## src/hw/rtl/rtp_pkg.sv

```systemverilog
`timescale 1ns / 1ps

package rtp_pkg;

  localparam int DATA_WIDTH    = 16;
  localparam int GUARD_BITS    = 16;
  localparam int CORDIC_STAGES = 16;

  // datapath: input << GUARD_BITS plus headroom for the CORDIC gain and pi pre-rotation
  localparam int XY_WIDTH   = DATA_WIDTH + GUARD_BITS + 4;
  localparam int Z_WIDTH    = 36;
  localparam int GAIN_WIDTH = 32;
  localparam int MULT_WIDTH = (XY_WIDTH - 1) + GAIN_WIDTH;
  localparam int MAG_SHIFT  = 48;
  localparam int MAG_FULL_W = MULT_WIDTH - MAG_SHIFT;
  localparam int PH_SHIFT   = 17;
  localparam int PH_FULL_W  = Z_WIDTH + 1 - PH_SHIFT;

  localparam logic [GAIN_WIDTH-1:0]     GAIN_Q32  = 32'd2608131496;
  localparam logic signed [Z_WIDTH-1:0] PI_Q30    = 36'sd3373259426;
  localparam logic [DATA_WIDTH-1:0]     MAG_MAX   = 16'd46341;
  localparam logic signed [DATA_WIDTH-1:0] PHASE_MAX = 16'sd25736;

  typedef struct packed {
    logic signed [XY_WIDTH-1:0] x;
    logic signed [XY_WIDTH-1:0] y;
    logic signed [Z_WIDTH-1:0]  z;
    logic                       zero;
  } rtp_vec_t;

  // atan(2^-i) in units of 2^-30 rad
  function automatic logic signed [Z_WIDTH-1:0] atan_angle(input int i);
    logic [63:0] a;
    unique case (i)
      0:       a = 64'd843314857;
      1:       a = 64'd497837829;
      2:       a = 64'd263043837;
      3:       a = 64'd133525159;
      4:       a = 64'd67021687;
      5:       a = 64'd33543516;
      6:       a = 64'd16775851;
      7:       a = 64'd8388437;
      8:       a = 64'd4194283;
      9:       a = 64'd2097149;
      default: a = (64'd1 << 30) >> i;
    endcase
    return Z_WIDTH'(a);
  endfunction

endpackage

```

## src/hw/rtl/rtp_cordic.sv

```systemverilog
`timescale 1ns / 1ps

module rtp_cordic (
  input  logic                                  clk,
  input  logic                                  rst,
  input  logic                                  in_valid,
  output logic                                  in_ready,
  input  logic signed [rtp_pkg::DATA_WIDTH-1:0] re,
  input  logic signed [rtp_pkg::DATA_WIDTH-1:0] im,
  output logic                                  out_valid,
  input  logic                                  out_ready,
  output rtp_pkg::rtp_vec_t                     out_vec
);
  import rtp_pkg::*;

  localparam int NS = CORDIC_STAGES + 1;

  logic [NS-1:0] vld;
  logic [NS-1:0] rdy;
  rtp_vec_t      vec [NS];

  // stage can load when empty or when its content moves on
  assign rdy[NS-1] = ~vld[NS-1] | out_ready;
  for (genvar k = 0; k < NS - 1; k++) begin : g_rdy
    assign rdy[k] = ~vld[k] | rdy[k+1];
  end

  // stage 0: scale, fold left half-plane by pi
  logic signed [XY_WIDTH-1:0] xs, ys;
  rtp_vec_t                   pre;

  always_comb begin
    xs       = XY_WIDTH'(re) <<< GUARD_BITS;
    ys       = XY_WIDTH'(im) <<< GUARD_BITS;
    pre.zero = (re == '0) && (im == '0);
    if (xs < 0) begin
      pre.x = -xs;
      pre.y = -ys;
      pre.z = (ys >= 0) ? PI_Q30 : -PI_Q30;
    end else begin
      pre.x = xs;
      pre.y = ys;
      pre.z = '0;
    end
  end

  always_ff @(posedge clk) begin
    if (rst) begin
      vld[0] <= 1'b0;
    end else if (rdy[0]) begin
      vld[0] <= in_valid;
    end
  end

  always_ff @(posedge clk) begin
    if (rdy[0] && in_valid) begin
      vec[0] <= pre;
    end
  end

  // one micro-rotation per stage
  for (genvar k = 1; k < NS; k++) begin : g_stage
    localparam int I = k - 1;
    logic signed [XY_WIDTH-1:0] xi, yi, dx, dy;
    logic signed [Z_WIDTH-1:0]  zi;
    rtp_vec_t                   nxt;

    always_comb begin
      xi       = vec[k-1].x;
      yi       = vec[k-1].y;
      zi       = vec[k-1].z;
      dx       = yi >>> I;
      dy       = xi >>> I;
      nxt.zero = vec[k-1].zero;
      if (yi >= 0) begin
        nxt.x = xi + dx;
        nxt.y = yi - dy;
        nxt.z = zi + atan_angle(I);
      end else begin
        nxt.x = xi - dx;
        nxt.y = yi + dy;
        nxt.z = zi - atan_angle(I);
      end
    end

    always_ff @(posedge clk) begin
      if (rst) begin
        vld[k] <= 1'b0;
      end else if (rdy[k]) begin
        vld[k] <= vld[k-1];
      end
    end

    always_ff @(posedge clk) begin
      if (rdy[k] && vld[k-1]) begin
        vec[k] <= nxt;
      end
    end
  end

  assign in_ready  = rdy[0];
  assign out_valid = vld[NS-1];
  assign out_vec   = vec[NS-1];

endmodule

```

## config.mk

```make
export PLATFORM = sky130hd
export DESIGN_NAME = rtp_cordic
export DESIGN_NICKNAME = d
export VERILOG_FILES = /design/src/hw/rtl/rtp_pkg.sv /design/src/hw/rtl/rtp_cordic.sv
export SDC_FILE = /design/constraint.sdc
export NUM_CORES = 2
export LEC_CHECK = 0
export BUFFER_PORTS_ARGS = -buffer_cell sky130_fd_sc_hd__clkbuf_2
export CAP_MARGIN = 10
export CORE_ASPECT_RATIO = 0.5
export CORE_UTILIZATION = 52
export CTS_BUF_LIST = sky130_fd_sc_hd__clkbuf_8
export DETAILED_ROUTE_END_ITERATION = 10
export PLACE_DENSITY_LB_ADDON = 0.12
export SLEW_MARGIN = 10
export SYNTH_ARGS = -nofsm -noshare
export SYNTH_HDL_FRONTEND = slang
export SYNTH_SLANG_ARGS = --single-unit
export TNS_END_PERCENT = 30
```

## constraint.sdc

```tcl
create_clock -name clk -period 15.5 [get_ports clk]
set_input_delay 3.1 -clock clk [delete_from_list [all_inputs] [get_ports clk]]
set_output_delay 3.1 -clock clk [all_outputs]
set_load 0.01 [all_outputs]
```

# Word-level counts from Yosys, hierarchy flattened
# Memory sizes are Yosys's and may differ from the RTL's.
# Index checks and enable logic that the tools add are counted.
classes:
  n_reduce_logical: 20
  mux: 52
  magnitude_cmp: 18
  bitwise_logic: 34
  addsub: 97
op_table:
  columns: ["operator", "count"]
  rows:
  - ["108-bit 2-to-1 mux", 17]
  - ["36-bit by 1-bit greater-or-equal comparator with 1-bit output, second input constant", 16]
  - ["36-bit by 21-bit adder with 36-bit output", 2]
  - ["36-bit by 22-bit adder with 36-bit output", 2]
  - ["36-bit by 22-bit adder with 36-bit output, second input constant", 2]
  - ["36-bit by 23-bit adder with 36-bit output", 2]
  - ["36-bit by 24-bit adder with 36-bit output", 2]
  - ["36-bit by 25-bit adder with 36-bit output", 2]
  - ["36-bit by 26-bit adder with 36-bit output", 2]
  - ["36-bit by 27-bit adder with 36-bit output", 2]
  - ["36-bit by 28-bit adder with 36-bit output", 2]
  - ["36-bit by 29-bit adder with 36-bit output", 2]
  - ["36-bit by 30-bit adder with 36-bit output", 2]
  - ["36-bit by 31-bit adder with 36-bit output", 2]
  - ["36-bit by 32-bit adder with 36-bit output", 2]
  - ["36-bit by 33-bit adder with 36-bit output", 2]
  - ["36-bit by 34-bit adder with 36-bit output", 2]
  - ["36-bit by 35-bit adder with 36-bit output", 2]
  - ["32-bit negation with 36-bit output", 2]
  - ["36-bit by 21-bit subtractor with 36-bit output", 2]
  - ["36-bit by 22-bit subtractor with 36-bit output", 2]
  - ["36-bit by 22-bit subtractor with 36-bit output, second input constant", 2]
  - ["36-bit by 23-bit subtractor with 36-bit output", 2]
  - ["36-bit by 24-bit subtractor with 36-bit output", 2]
  - ["other kinds (49)", 144]
totals:
  out_inout_bits: 111
  ram_bits: 1853
  mem_count: 1
  input_bits: 36
  word_cells: 239
  register_bits: 17
memory_table:
  columns: ["memory", "depth", "word_bits", "read_ports", "rd_ports_with_merged_regs", "write_ports", "line_no", "source"]
  rows:
  - ["vec", 17, 109, 17, 0, 17, "rtp_cordic.sv:20", "rtp_vec_t vec [NS];"]

# Logic depth before layout (Yosys ltp)
depth:
  depth_word: 21
  depth_mapped: 24
  depth_no_buf: 23

# Least setup slack after synthesis
# Ideal clock, no wire load.
synth_path:
  kind: "in2reg"
  from: "input out_ready"
  to: "memory vec[2][0] in the netlist's numbering (enable)"
  stages: 7
  slack_ns: 3.288
  arrival_ns: 11.471
  setup_time_ns: 0.740
  path_buffers: 0
  t_required_ns: 14.760
  cell_sequence: "nor2b_1 nand3_1 nor2_1 and2_1 nand2_1 nor2_1 a21boi_0"
synth_lines:
  columns: ["item", "line_no", "source"]
  rows:
  - ["from (decl)", "rtp_cordic.sv:11", "input logic out_ready,"]
  - ["to (decl)", "rtp_cordic.sv:20", null]

# Worst setup path in the final report
layout_path:
  from: "input out_ready"
  to: "output in_ready"
layout_between:
  elab_chain_len: 17
layout_rtl:
  columns: ["item", "line_no", "source"]
  rows:
  - ["1-bit bitwise OR", "rtp_cordic.sv:23", "assign rdy[NS-1] = ~vld[NS-1] | out_ready;"]
  - ["1-bit bitwise OR (16 in a row)", "rtp_cordic.sv:25", "assign rdy[k] = ~vld[k] | rdy[k+1];"]
  - ["to (decl)", "rtp_cordic.sv:7", "output logic in_ready,"]
# No other way between the ends.

==> out/summary.json <==
{
  "power_and_ir_drop": {
    "leak_pwr_nw": 55.42,
    "intPower_mw": 7.719,
    "p_sw_mw": 2.839,
    "combPwrFrac_pct": 16.0,
    "power.total_mw": 10.56,
    "irDropWorstVdd_v": 0.00005916,
    "clock_power_share_pct": 34.8,
    "cellPowerDensity_mw_per_mm2": 75.66,
    "share_seq_of_total_power_pct": 49.3,
    "sw_frac_of_total_pct": 26.89
  },
  "run_status": {
    "status": "complete, but fails checks",
    "violations": "design-rule violations"
  },
  "cts": {
    "holdBufCountCts": 0,
    "cts.repair_timing.setup_buffer_count": 0,
    "ctsHtreeMaxLevel": 5,
    "cts_repair_resize_count": 0,
    "clock_tree_from_tritoncts": "built",
    "worst_skew_pair.late_latency_ps": 970,
    "inserted_clock_buffers": 272,
    "root_buffer": "sky130_fd_sc_hd__clkbuf_8",
    "clock_path_buffers": 4,
    "tritoncts_num_sinks": 1661,
    "path_clk_slew_ps": 70
  },
  "min_path": {
    "worst_hold_path_type": "reg2reg"
  },
  "cells_and_area": {
    "filler_cell_count": 21970,
    "area_growth_pct": 7.641,
    "finalCoreUtilization_pct": 56.36,
    "final_instance_area_mm2": 0.1395,
    "num-nets-final": 14900,
    "drive_above_1_share_pct": 5.211
  },
  "detailed_routing": {
    "wl_met2_um": 139200,
    "vias_per_cell": 5.630,
    "top_signal_layer_used": "met4",
    "via_count": 95730,
    "met3RoutedLength_um": 10060,
    "drc": 17,
    "wl_um": 292800,
    "met1_length_um": 133300,
    "wl_per_cell_um": 17.22,
    "detail_route.iter0.violations": 5319,
    "drt.antenna.violating_nets": 0,
    "drt_pass1_iterations": 9
  },
  "global_routing": {
    "grt_first_pass_wirelength_um": 470400,
    "grt_max_degree": 96,
    "groute.usage.overall_pct": 22.66,
    "grt_overflow_total": 0,
    "first_global_vias": 91710,
    "grt_antenna_before_repair": 2
  },
  "sta": {
    "hold_viol": 0,
    "slew_headroom_pct": 25.97,
    "fin_crit_ps": 8833,
    "peak_freq_mhz": 113.2,
    "rsz0062_at_grt": "false",
    "timing.clock.skew_ps": 80.03,
    "worstMarginPinSlew_ps": 1111,
    "finalSetupViolCount": 0,
    "drv_slew": 0,
    "final_cycle_share_pct": 56.99,
    "hold-worst-slack_ps": 410.1,
    "setup-tns-final_ps": 0
  },
  "place": {
    "estimated_wirelength_of_the_detail_placed_design_um": 230200,
    "place.port_buffers": 145,
    "placedInstanceArea_mm2": 0.1346,
    "replace_congestion": 0.9317
  },
  "synth": {
    "netlist_area_mm2": 0.1296,
    "yosysWarnings": 0,
    "synth_area_per_cell_um2": 9.872,
    "seq_area_frac_synth_pct": 38.34,
    "syn_inst": 13130,
    "synthArstFlopShare_pct": 0,
    "ys.flop_type": "sky130_fd_sc_hd__edfxtp_1",
    "synth_enable_flop_cells": 1644,
    "ys_seq_elements": 1661,
    "yosys.cell_types.count": 110
  },
  "floorplan": {
    "fp.dieH_um": 355.1,
    "rows": 129,
    "initial_utilization_pct": 52.36,
    "floorplan.io_pins": 147,
    "die_w_um": 708.1,
    "area_of_the_die_mm2": 0.2514,
    "core_area_mm2": 0.2476
  },
  "worst_setup_path": {
    "r2r_slack_ps": 9580,
    "cp.required_ps": 12400,
    "worst-endpoint-arrival_ps": 5730,
    "worst-setup-path-type": "in2out",
    "critPathCaptureType": "output port",
    "crit_path_start_kind": "primary input",
    "crit_path_max_fanout": 7
  },
  "run": {
    "max_cap_violations": 0
  }
}
-- worst max-delay path: stages --
cell and delay [ps]:
sky130_fd_sc_hd__clkbuf_2 80, sky130_fd_sc_hd__nor2b_1 480, sky130_fd_sc_hd__nand3_1 140, sky130_fd_sc_hd__nor2_1 310, sky130_fd_sc_hd__nand2_1 200, sky130_fd_sc_hd__nor3_2 350
sky130_fd_sc_hd__buf_4 240, sky130_fd_sc_hd__and3_1 450, sky130_fd_sc_hd__nand4_1 200, sky130_fd_sc_hd__clkbuf_2 170
-- metal layers --
metal | global-route usage [%] | vias to the layer above
met4 | 7.762 | 0
met2 | 39.88 | 1628
li1 | - | 49270
met3 | 2.591 | 554
met5 | 0 | -
met1 | 29.00 | 44280
-- placed cells by master (no fill, tap or decap), types with 533 or more instances in the layout --
| cell | n |
|---|---|
| sky130_fd_sc_hd__inv_1 | 628 |
| sky130_fd_sc_hd__a21o_1 | 533 |
| sky130_fd_sc_hd__o21ai_0 | 805 |
| sky130_fd_sc_hd__xnor2_1 | 1285 |
| sky130_fd_sc_hd__nand2_1 | 819 |
| sky130_fd_sc_hd__a21oi_1 | 1120 |
| sky130_fd_sc_hd__xor2_1 | 700 |
| sky130_fd_sc_hd__nor2_1 | 927 |
| sky130_fd_sc_hd__ha_1 | 1362 |
| sky130_fd_sc_hd__edfxtp_1 | 1644 |
-- worst paths after layout --
path                          from                     to  cells past startpoint
max                      out_ready               in_ready                     10
min          vec[3][121]$_DFFE_PP_  vec[3][230]$_DFFE_PP_                      0
max reg2reg  vec[1][410]$_DFFE_PP_   vec[2][71]$_DFFE_PP_                     22
min reg2reg  vec[3][121]$_DFFE_PP_  vec[3][230]$_DFFE_PP_                      0
-- power by group through the flow --
stage | Combinational, mW | Sequential [mW] | Clock, mW
after global placement | 1.65 | 5.29 | 0
after global routing | 1.91 | 5.21 | 4.00
after floorplan | 1.38 | 5.26 | 0
final | 1.68 | 5.20 | 3.67
after CTS | 1.68 | 5.20 | 3.81
after detailed placement | 1.68 | 5.29 | 0
-- flip-flops by register name, summed over array words and instances (netlist names) --
register / flops
out_valid: 1
vec: 1644
vld: 16
-- Yosys cell counts (all sizes together) (49+ instances only) --
cell type / number / area [µm²]
o21ai: 814 / 4074
nand4: 62 / 387.9
ha: 1362 / 17040
or3: 155 / 969.7
xnor2: 1285 / 11250
o41ai: 106 / 935.9
a31oi: 123 / 782.0
o211ai: 49 / 377.9
o21a: 152 / 1142
nor3: 255 / 1276
nand3: 227 / 1136
a21boi: 76 / 581.8
or2: 73 / 456.7
nor4: 65 / 406.6
nand2b: 235 / 1470
xor2: 700 / 6131
inv: 559 / 2098
edfxtp: 1644 / 49370
a21o: 533 / 4001
buf: 61 / 254.0
or4: 93 / 698.2
and3: 120 / 755.7
nand2: 819 / 3074
a211oi: 84 / 630.6
a21oi: 1125 / 5642
nor2b: 186 / 1164
clkbuf: 192 / 720.7
o21bai: 226 / 1697
nor2: 928 / 3483
o31ai: 243 / 1834
-- metrics by stage --
| step | setup WS (ps) | cells |
|---|---|---|
| global placement | 6601 | 16530 |
| global route | 6481 | 17000 |
| floorplan | 3288 | 13240 |
| finish | 6667 | 17000 |
| CTS | 6647 | 17000 |
| detailed placement | 6655 | 16530 |
-- cell families after synthesis --
kind of cell / count (synthesis) / synth area share (%)
xor gates and xnor gates: 1985 / 13.41
AOI/OAI and AO/OA: 3853 / 19.04
buffers and inverters: 813 / 2.373
adders and majority gates: 1424 / 13.91
muxes: 43 / 0.3388
DFF: 1661 / 38.34
and+or+nand+nor: 3350 / 12.58
other: 2 / 0.005793
-- final cells by class --
type | count | area, µm² | share of cell area (%)
Sequential cell | 1661 | 49710 | 35.62
Clock buffer | 279 | 3840 | 2.752
Inverter | 560 | 2102 | 1.506
Multi-Input combinational cell | 10770 | 77410 | 55.47
Tap cell | 3340 | 4179 | 2.995
Antenna cell | 1 | 2.502 | 0.001793
Timing Repair Buffer | 207 | 1191 | 0.8536
Clock inverter | 191 | 1107 | 0.7936
No activity file was read; power rests on OpenSTA's default activity.
