[config.mk]
export PLATFORM = sky130hd
export DESIGN_NAME = rtp_post
export DESIGN_NICKNAME = d
export VERILOG_FILES = /design/src/hw/rtl/rtp_pkg.sv /design/src/hw/rtl/rtp_post.sv
export SDC_FILE = /design/constraint.sdc
export NUM_CORES = 1
export LEC_CHECK = 0
export ABC_AREA = 1
export BUFFER_PORTS_ARGS = -buffer_cell sky130_fd_sc_hd__buf_2
export CORE_MARGIN = 1
export CORE_UTILIZATION = 51
export CTS_BUF_LIST = sky130_fd_sc_hd__clkbuf_8
export DETAILED_ROUTE_END_ITERATION = 8
export PLACE_DENSITY_LB_ADDON = 0.25
export SLEW_MARGIN = 0
export SYNTH_ARGS = -nofsm -noshare
export SYNTH_HDL_FRONTEND = slang
export SYNTH_SLANG_ARGS = --single-unit
[constraint.sdc]
create_clock -name clk -period 9.8 [get_ports clk]
set_input_delay 1.96 -clock clk [delete_from_list [all_inputs] [get_ports clk]]
set_output_delay 1.96 -clock clk [all_outputs]
set_load 0.005 [all_outputs]
[src/hw/rtl/rtp_pkg.sv]
`timescale 1ns / 1ps

package rtp_pkg;

  localparam int DATA_WIDTH    = 16;
  localparam int GUARD_BITS    = 16;
  localparam int CORDIC_STAGES = 16;

  // datapath: input << GUARD_BITS plus headroom for the CORDIC gain and pi pre-rotation
  localparam int XY_WIDTH   = DATA_WIDTH + GUARD_BITS + 4;
  localparam int Z_WIDTH    = 36;
  localparam int GAIN_WIDTH = 32;
  localparam int MULT_WIDTH = (XY_WIDTH - 1) + GAIN_WIDTH;
  localparam int MAG_SHIFT  = 48;
  localparam int MAG_FULL_W = MULT_WIDTH - MAG_SHIFT;
  localparam int PH_SHIFT   = 17;
  localparam int PH_FULL_W  = Z_WIDTH + 1 - PH_SHIFT;

  localparam logic [GAIN_WIDTH-1:0]     GAIN_Q32  = 32'd2608131496;
  localparam logic signed [Z_WIDTH-1:0] PI_Q30    = 36'sd3373259426;
  localparam logic [DATA_WIDTH-1:0]     MAG_MAX   = 16'd46341;
  localparam logic signed [DATA_WIDTH-1:0] PHASE_MAX = 16'sd25736;

  typedef struct packed {
    logic signed [XY_WIDTH-1:0] x;
    logic signed [XY_WIDTH-1:0] y;
    logic signed [Z_WIDTH-1:0]  z;
    logic                       zero;
  } rtp_vec_t;

  // atan(2^-i) in units of 2^-30 rad
  function automatic logic signed [Z_WIDTH-1:0] atan_angle(input int i);
    logic [63:0] a;
    unique case (i)
      0:       a = 64'd843314857;
      1:       a = 64'd497837829;
      2:       a = 64'd263043837;
      3:       a = 64'd133525159;
      4:       a = 64'd67021687;
      5:       a = 64'd33543516;
      6:       a = 64'd16775851;
      7:       a = 64'd8388437;
      8:       a = 64'd4194283;
      9:       a = 64'd2097149;
      default: a = (64'd1 << 30) >> i;
    endcase
    return Z_WIDTH'(a);
  endfunction

endpackage

[src/hw/rtl/rtp_post.sv]
`timescale 1ns / 1ps

module rtp_post (
  input  logic                                  clk,
  input  logic                                  rst,
  input  logic                                  phase_enable,
  input  logic                                  in_valid,
  output logic                                  in_ready,
  input  rtp_pkg::rtp_vec_t                     in_vec,
  output logic                                  out_valid,
  input  logic                                  out_ready,
  output logic        [rtp_pkg::DATA_WIDTH-1:0] magnitude,
  output logic signed [rtp_pkg::DATA_WIDTH-1:0] phase
);
  import rtp_pkg::*;

  // stage A: gain multiply, phase round and clamp
  logic                           va, vb, ra, rb;
  logic [MULT_WIDTH-1:0]          prod;
  logic signed [DATA_WIDTH-1:0]   ph_a;
  logic                           zero_a;

  logic [XY_WIDTH-2:0]            xpos;
  logic signed [Z_WIDTH:0]        zr;
  logic signed [PH_FULL_W-1:0]    ph_full;
  logic signed [DATA_WIDTH-1:0]   ph_clip;

  assign rb = ~vb | out_ready;
  assign ra = ~va | rb;

  always_comb begin
    xpos    = in_vec.x[XY_WIDTH-1] ? '0 : in_vec.x[XY_WIDTH-2:0];
    zr      = (Z_WIDTH+1)'(in_vec.z) + (Z_WIDTH+1)'(65536);
    ph_full = PH_FULL_W'(zr >>> PH_SHIFT);
    if (ph_full > PH_FULL_W'(PHASE_MAX)) begin
      ph_clip = PHASE_MAX;
    end else if (ph_full < -PH_FULL_W'(PHASE_MAX)) begin
      ph_clip = -PHASE_MAX;
    end else begin
      ph_clip = DATA_WIDTH'(ph_full);
    end
  end

  always_ff @(posedge clk) begin
    if (rst) begin
      va <= 1'b0;
    end else if (ra) begin
      va <= in_valid;
    end
  end

  always_ff @(posedge clk) begin
    if (ra && in_valid) begin
      prod   <= MULT_WIDTH'(xpos) * MULT_WIDTH'(GAIN_Q32);
      ph_a   <= ph_clip;
      zero_a <= in_vec.zero;
    end
  end

  // stage B: magnitude round and clamp, overrides, output register
  logic [MULT_WIDTH-1:0] rsum;
  logic [MAG_FULL_W-1:0] mag_full;
  logic [DATA_WIDTH-1:0] mag_clip;

  always_comb begin
    rsum     = prod + (MULT_WIDTH'(1) << (MAG_SHIFT - 1));
    mag_full = rsum[MULT_WIDTH-1:MAG_SHIFT];
    mag_clip = (mag_full > MAG_FULL_W'(MAG_MAX)) ? MAG_MAX : DATA_WIDTH'(mag_full);
  end

  always_ff @(posedge clk) begin
    if (rst) begin
      vb <= 1'b0;
    end else if (rb) begin
      vb <= va;
    end
  end

  always_ff @(posedge clk) begin
    if (rb && va) begin
      magnitude <= zero_a ? '0 : mag_clip;
      phase     <= (zero_a || !phase_enable) ? '0 : ph_a;
    end
  end

  assign in_ready  = ra;
  assign out_valid = vb;

  a_mag_range: assert property (@(posedge clk) disable iff (rst)
    out_valid |-> magnitude <= MAG_MAX)
    else $error("magnitude above clamp");

  a_phase_range: assert property (@(posedge clk) disable iff (rst)
    out_valid |-> (phase <= PHASE_MAX && phase >= -PHASE_MAX))
    else $error("phase out of range");

  a_phase_off: assert property (@(posedge clk) disable iff (rst)
    (rb && va && !phase_enable) |=> phase == '0)
    else $error("phase not forced to zero");

endmodule

## After elaboration in Yosys (flattened, before gate mapping)

Index checks and enable logic that the tools add are counted.

| word-level totals | value |
|---|---|
| flip-flop bits (word level) | 115 |
| bits of input ports | 114 |
| output and inout port bits | 34 |
| logic and storage cells | 28 |

| cells by class | value |
|---|---|
| add/subtract/negate cells | 2 |
| multiply operators | 1 |
| magnitude comparators | 3 |
| mux-type cells | 3 |
| bitwise gates (word level) | 4 |
| reductions and logical operators | 6 |

Operator list:

| kind | count |
|---|---|
| adder 67 x 48 -> 67 bit, second input constant | 1 |
| multiplier 35 x 29 -> 64 bit, second input constant | 1 |
| adder 36 x 18 -> 37 bit, second input constant | 1 |
| 2-to-1 mux 35 bit | 1 |
| 2-to-1 mux 16 bit | 2 |
| greater-than comparator 20 x 16 -> 1 bit, second input constant | 1 |
| less-than comparator 20 x 16 -> 1 bit, second input constant | 1 |
| greater-than comparator 19 x 16 -> 1 bit, second input constant | 1 |
| OR reduction 2 bit | 2 |
| logical AND 1 bit | 2 |
| NOT 1 bit | 2 |
| OR 1 bit | 2 |
| logical NOT 1 bit | 1 |
| logical OR 1 bit | 1 |

## Depth between registers and ports, before layout

| depth | value |
|---|---|
| depth after elaboration | 4 |
| mapped depth | 33 |
| depth with buffers taken out | 33 |

## Least setup slack after synthesis

Ideal clock, no wire load.

| timing | value |
|---|---|
| path kind | input to register |
| start point | input in_vec[108] in the netlist's numbering |
| end point | register prod[65], data pin |
| setup time | 0.252 ns |
| data arrival time | 8.349 ns |
| required time | 9.548 ns |
| setup slack | 1.199 ns |
| stages | 29 |
| path buffers | 1 |
| cells stage by stage | buf_1 > nor2_1 > inv_1 > nor2_1 > nor2_1 > ha_1 > or2_2 > inv_1 > fa_1 > inv_1 > fa_1 > fa_1 > fa_1 > fa_1 > fa_1 > inv_1 > fa_1 > inv_1 > ha_1 > nand2_1 > nor2_1 > inv_1 > nor2_1 > inv_1 > nor4_1 > a21oi_1 > or2_2 > nand3_1 > nand2_1 |

| on the way | value |
|---|---|
| word-level cells in the longest chain between the ends | 2 |

Ends and longest elaborated chain:

| item | RTL line | text |
|---|---|---|
| from (decl) | rtp_post.sv:9 | `input rtp_pkg::rtp_vec_t in_vec,` |
| 2-to-1 mux 35 bit | rtp_post.sv:32 | `xpos = in_vec.x[XY_WIDTH-1] ? '0 : in_vec.x[XY_WIDTH-2:0];` |
| multiplier 35 x 29 -> 64 bit | rtp_post.sv:54 | `prod <= MULT_WIDTH'(xpos) * MULT_WIDTH'(GAIN_Q32);` |
| to (signal assigned) | rtp_post.sv:54 |  |
| to (decl) | rtp_post.sv:19 | `logic [MULT_WIDTH-1:0] prod;` |

No other way between the ends.
A chain may end at the register's enable or synchronous reset.

## Final worst setup path

Ends and elaborated chain as after synthesis.

==> flow_summary.html <==
<table>
<tr><th>Metric</th><th>Value</th></tr>
<tr><th colspan="2">Outcome</th></tr>
<tr><td>Status</td><td>completed</td></tr>
<tr><th colspan="2">Final layout</th></tr>
<tr><td>Area occupied by registers</td><td>0.002112 mm²</td></tr>
<tr><td>Area Overhead vs Synth</td><td>7.683%</td></tr>
<tr><td>Antenna diode count</td><td>0</td></tr>
<tr><td>Fraction of final layout cells with drive strength greater than 1</td><td>7.276%</td></tr>
<tr><td>Area used by multi-input combinational logic</td><td>0.01906 mm²</td></tr>
<tr><td>Fill count</td><td>4529</td></tr>
<tr><td>Layout Nets</td><td>4083</td></tr>
<tr><td>Top library cells by usage in the layout, fill and taps aside</td><td>sky130_fd_sc_hd__inv_1 (975), sky130_fd_sc_hd__fa_1 (493), sky130_fd_sc_hd__ha_1 (361), sky130_fd_sc_hd__nand2_1 (360), sky130_fd_sc_hd__nor2_1 (265)</td></tr>
<tr><td>Leading cell type in the layout, fill and taps excluded</td><td>sky130_fd_sc_hd__inv_1</td></tr>
<tr><th colspan="2">STA</th></tr>
<tr><td>Setup repair after global routing missed its margin</td><td>false</td></tr>
<tr><td>Total Neg Setup Slack</td><td>0 ps</td></tr>
<tr><td>Actual transition at the worst max-transition pin</td><td>943.3 ps</td></tr>
<tr><td>Slew margin rel.</td><td>36.97%</td></tr>
<tr><td>Number of endpoints failing setup at the final stage</td><td>0</td></tr>
<tr><td>Layout Skew</td><td>7.946 ps</td></tr>
<tr><td>Final hold violation count</td><td>0</td></tr>
<tr><td>Final cycle utilization of the critical path</td><td>92.68%</td></tr>
<tr><td>Slew Viols, Final</td><td>0</td></tr>
<tr><td>Worst path setup slack after routing</td><td>717.4 ps</td></tr>
<tr><td>Achievable clock frequency</td><td>110.1 MHz</td></tr>
<tr><td>Time the worst path needs with I/O delays and setup</td><td>9083 ps</td></tr>
<tr><th colspan="2">Die</th></tr>
<tr><td>Die Area</td><td>0.04975 mm²</td></tr>
<tr><td>Die Ht</td><td>223.0 µm</td></tr>
<tr><td>X dimension of the die</td><td>223.0 µm</td></tr>
<tr><td>Top Ports</td><td>148</td></tr>
<tr><td>Standard cell core area</td><td>0.04795 mm²</td></tr>
<tr><td>Cell Rows</td><td>80</td></tr>
<tr><td>Initial Util</td><td>51.97%</td></tr>
<tr><th colspan="2">Yosys</th></tr>
<tr><td>Top flip-flop cell by instance count after synthesis</td><td>sky130_fd_sc_hd__edfxtp_1</td></tr>
<tr><td>Synth cell types</td><td>39</td></tr>
<tr><td>Post-synthesis instance area</td><td>0.02492 mm²</td></tr>
<tr><td>Synth warnings</td><td>0</td></tr>
<tr><td>Part of the Yosys area used for sequential elements</td><td>8.476%</td></tr>
<tr><td>Synthesized flop and latch total</td><td>71</td></tr>
<tr><td>Cells after Synth</td><td>2946</td></tr>
<tr><td>Post-synthesis async set-or-reset flop share</td><td>0%</td></tr>
<tr><td>Post-Syn Area per Cell</td><td>8.458 µm²</td></tr>
<tr><td>EDFF count, synth</td><td>69</td></tr>
<tr><td>Synthesized netlist net count</td><td>3914</td></tr>
<tr><th colspan="2">Clock network</th></tr>
<tr><td>Clock Path Buffers</td><td>2</td></tr>
<tr><td>Clock tree from TritonCTS</td><td>built</td></tr>
<tr><td>Worst-skew pair later-pin latency</td><td>350 ps</td></tr>
<tr><td>Count of instances resized after the clock tree is built</td><td>0</td></tr>
<tr><td>Buffer cell driving the clock tree root</td><td>sky130_fd_sc_hd__clkbuf_8</td></tr>
<tr><td>Clock Pin Slew Worst Setup and Hold Paths</td><td>70 ps</td></tr>
<tr><td>Clock tree sinks</td><td>71</td></tr>
<tr><td>Number of hold buffers added after cts</td><td>0</td></tr>
<tr><td># H-tree levels</td><td>3</td></tr>
<tr><td>Post-CTS Setup Inserts</td><td>0</td></tr>
<tr><td>Total clock buffers created by CTS</td><td>9</td></tr>
<tr><th colspan="2">Worst setup path</th></tr>
<tr><td>CP Capture Type</td><td>flip-flop</td></tr>
<tr><td>Critical Path Start</td><td>in_vec[108]</td></tr>
<tr><td>Biggest fanout along the worst timing path</td><td>15</td></tr>
<tr><td>Crit path DAT</td><td>9190 ps</td></tr>
<tr><td>Required time worst endpoint</td><td>9910 ps</td></tr>
<tr><td>RR Startpoint</td><td>prod[47]</td></tr>
<tr><td>Critical path class</td><td>input pin to flip-flop</td></tr>
<tr><td>Crit start category</td><td>input pin</td></tr>
<tr><th colspan="2">Drt</th></tr>
<tr><td>Routed Wire Length</td><td>68.95 mm</td></tr>
<tr><td>WL per Instance</td><td>18.46 µm</td></tr>
<tr><td>First-pass iteration count of the detailed router</td><td>5</td></tr>
<tr><td>Antenna violation net count after detailed routing</td><td>0</td></tr>
<tr><td>Avg Vias per Cell</td><td>5.107</td></tr>
<tr><td>Number of vias in the routed layout</td><td>19070</td></tr>
<tr><td>Number of remaining DRC errors</td><td>0</td></tr>
<tr><td>First DRT Iteration DRCs</td><td>1295</td></tr>
<tr><th colspan="2">Global routing</th></tr>
<tr><td>Number of global-route vias before repair</td><td>20410</td></tr>
<tr><td>Maximum number of pins on one net before global-route repair</td><td>38</td></tr>
<tr><td>Number of antenna violations at the first check in global routing</td><td>0</td></tr>
<tr><td>Overall overflow remaining after global route</td><td>0</td></tr>
<tr><td>Gr usage total</td><td>29.35%</td></tr>
<tr><td>Wire length of the first global-routing pass</td><td>110.4 mm</td></tr>
<tr><th colspan="2">Place</th></tr>
<tr><td>DPL Wire Length</td><td>63.42 mm</td></tr>
<tr><td>Worst slack, placed</td><td>430.4 ps</td></tr>
<tr><td>Final weighted congestion in routability-driven placement</td><td>1.011</td></tr>
<tr><td>Quantity of I/O buffers inserted on ports</td><td>95</td></tr>
<tr><th colspan="2">Hold path</th></tr>
<tr><td>Min-delay worst type</td><td>flip-flop to flip-flop</td></tr>
<tr><td>Critical hold path startpoint</td><td>out_valid</td></tr>
<tr><th colspan="2">Job</th></tr>
<tr><td>MaxCap Viol Count</td><td>0</td></tr>
</table>
-- layout make-up --
class / count / share of cell area (%)
multi-input combinational: 1879 / 71.05
tap: 615 / 2.868
sequential: 71 / 7.871
clock inverter: 7 / 0.1865
timing repair buffer: 165 / 3.730
clock buffer: 9 / 0.4616
inverter: 989 / 13.84
-- stage by stage --
stage,cells,util (%),area [µm²],hold WS (ps)
2_1_floorplan,2946,-,24920,444.8
3_3_place_gp,3719,55.60,26660,506.5
3_5_place_dp,3719,55.60,26660,515.2
4_1_cts,3735,55.96,26830,525.6
5_1_grt,3735,55.96,26830,552.2
6_report,3735,55.96,26830,525.6
-- cell families (layout without fill, tap and decap cells) --
logic type	Yosys count	count (layout)	share of synthesized area, %
AO/OA/AOI/OAI	219	219	4.750
XOR/XNOR	28	28	0.9842
AND/OR/NAND/NOR	778	778	12.99
adder cells (fa/ha/maj)	854	854	57.74
flip-flops	71	71	8.476
buffers and inverters	996	1170	15.06
-- worst max-delay path: stages --
cell,delay [ps]
sky130_fd_sc_hd__buf_2,180
sky130_fd_sc_hd__inv_2,310
sky130_fd_sc_hd__nand2_1,230
sky130_fd_sc_hd__inv_1,500
sky130_fd_sc_hd__buf_4,240
sky130_fd_sc_hd__ha_1,290
sky130_fd_sc_hd__inv_1,100
sky130_fd_sc_hd__fa_1,450
sky130_fd_sc_hd__fa_1,510
sky130_fd_sc_hd__fa_1,530
sky130_fd_sc_hd__inv_1,60
sky130_fd_sc_hd__fa_1,490
sky130_fd_sc_hd__fa_1,430
sky130_fd_sc_hd__fa_1,500
sky130_fd_sc_hd__inv_1,90
sky130_fd_sc_hd__fa_1,600
sky130_fd_sc_hd__inv_1,70
sky130_fd_sc_hd__ha_1,310
sky130_fd_sc_hd__nand2_1,120
sky130_fd_sc_hd__o21ai_0,400
sky130_fd_sc_hd__a21oi_1,180
sky130_fd_sc_hd__o21ai_0,320
sky130_fd_sc_hd__a21oi_1,130
sky130_fd_sc_hd__nand3_1,100
sky130_fd_sc_hd__nand2_1,60
-- state kept, by name, indices dropped and copies added, names as in the netlist --
name and flops:
phase 16, magnitude 16, out_valid 1, va 1, prod 20, zero_a 1
ph_a 16
-- per-layer routing --
layer | part of all wire (%) | wire length [µm] | vias up | track usage (%)
met1 | 45 | 30730 | 9379 | 40.36
met2 | 45 | 31330 | 546 | 47.54
met3 | 7.2 | 4985 | 104 | 5.808
met4 | 2.8 | 1907 | 0 | 7.519
li1 | - | - | 9044 | -
met5 | 0 | 0 | - | 0
-- cell usage after synthesis, types with 3 or more instances --
cell type / number / share of area, %
sky130_fd_sc_hd__o21bai_1: 15 / 0.45
sky130_fd_sc_hd__a21oi_1: 110 / 2.2
sky130_fd_sc_hd__nor2_4: 3 / 0.14
sky130_fd_sc_hd__nor4_1: 6 / 0.15
sky130_fd_sc_hd__o211ai_1: 5 / 0.15
sky130_fd_sc_hd__nand2_2: 11 / 0.28
sky130_fd_sc_hd__nor2_2: 8 / 0.20
sky130_fd_sc_hd__a21o_1: 5 / 0.15
sky130_fd_sc_hd__o21a_1: 3 / 0.090
sky130_fd_sc_hd__fa_1: 493 / 40
sky130_fd_sc_hd__xor2_1: 25 / 0.88
sky130_fd_sc_hd__a31oi_1: 4 / 0.10
sky130_fd_sc_hd__nor3_1: 18 / 0.36
sky130_fd_sc_hd__nand3_1: 64 / 1.3
sky130_fd_sc_hd__o21ai_0: 70 / 1.4
sky130_fd_sc_hd__nand2_1: 360 / 5.4
sky130_fd_sc_hd__inv_1: 974 / 15
sky130_fd_sc_hd__nor2_1: 265 / 4.0
sky130_fd_sc_hd__nand4_1: 23 / 0.58
sky130_fd_sc_hd__ha_1: 361 / 18
sky130_fd_sc_hd__edfxtp_1: 69 / 8.3
sky130_fd_sc_hd__inv_2: 13 / 0.20
sky130_fd_sc_hd__and2_1: 3 / 0.075
sky130_fd_sc_hd__clkbuf_1: 3 / 0.045
sky130_fd_sc_hd__nand3b_1: 5 / 0.15
sky130_fd_sc_hd__or2_2: 7 / 0.18
sky130_fd_sc_hd__nand3_2: 3 / 0.12
sky130_fd_sc_hd__xnor2_1: 3 / 0.11
-- worst paths after layout --
kind	to	slack [ps]	cells after the start
min	out_valid	530	2
max	prod[65]	720	25
max reg2reg	magnitude[4]	7400	12
min reg2reg	out_valid	530	2
Power is left out: the tool's default activity adds up to more than one toggle a clock period on the data nets, which glitch-free logic cannot reach.
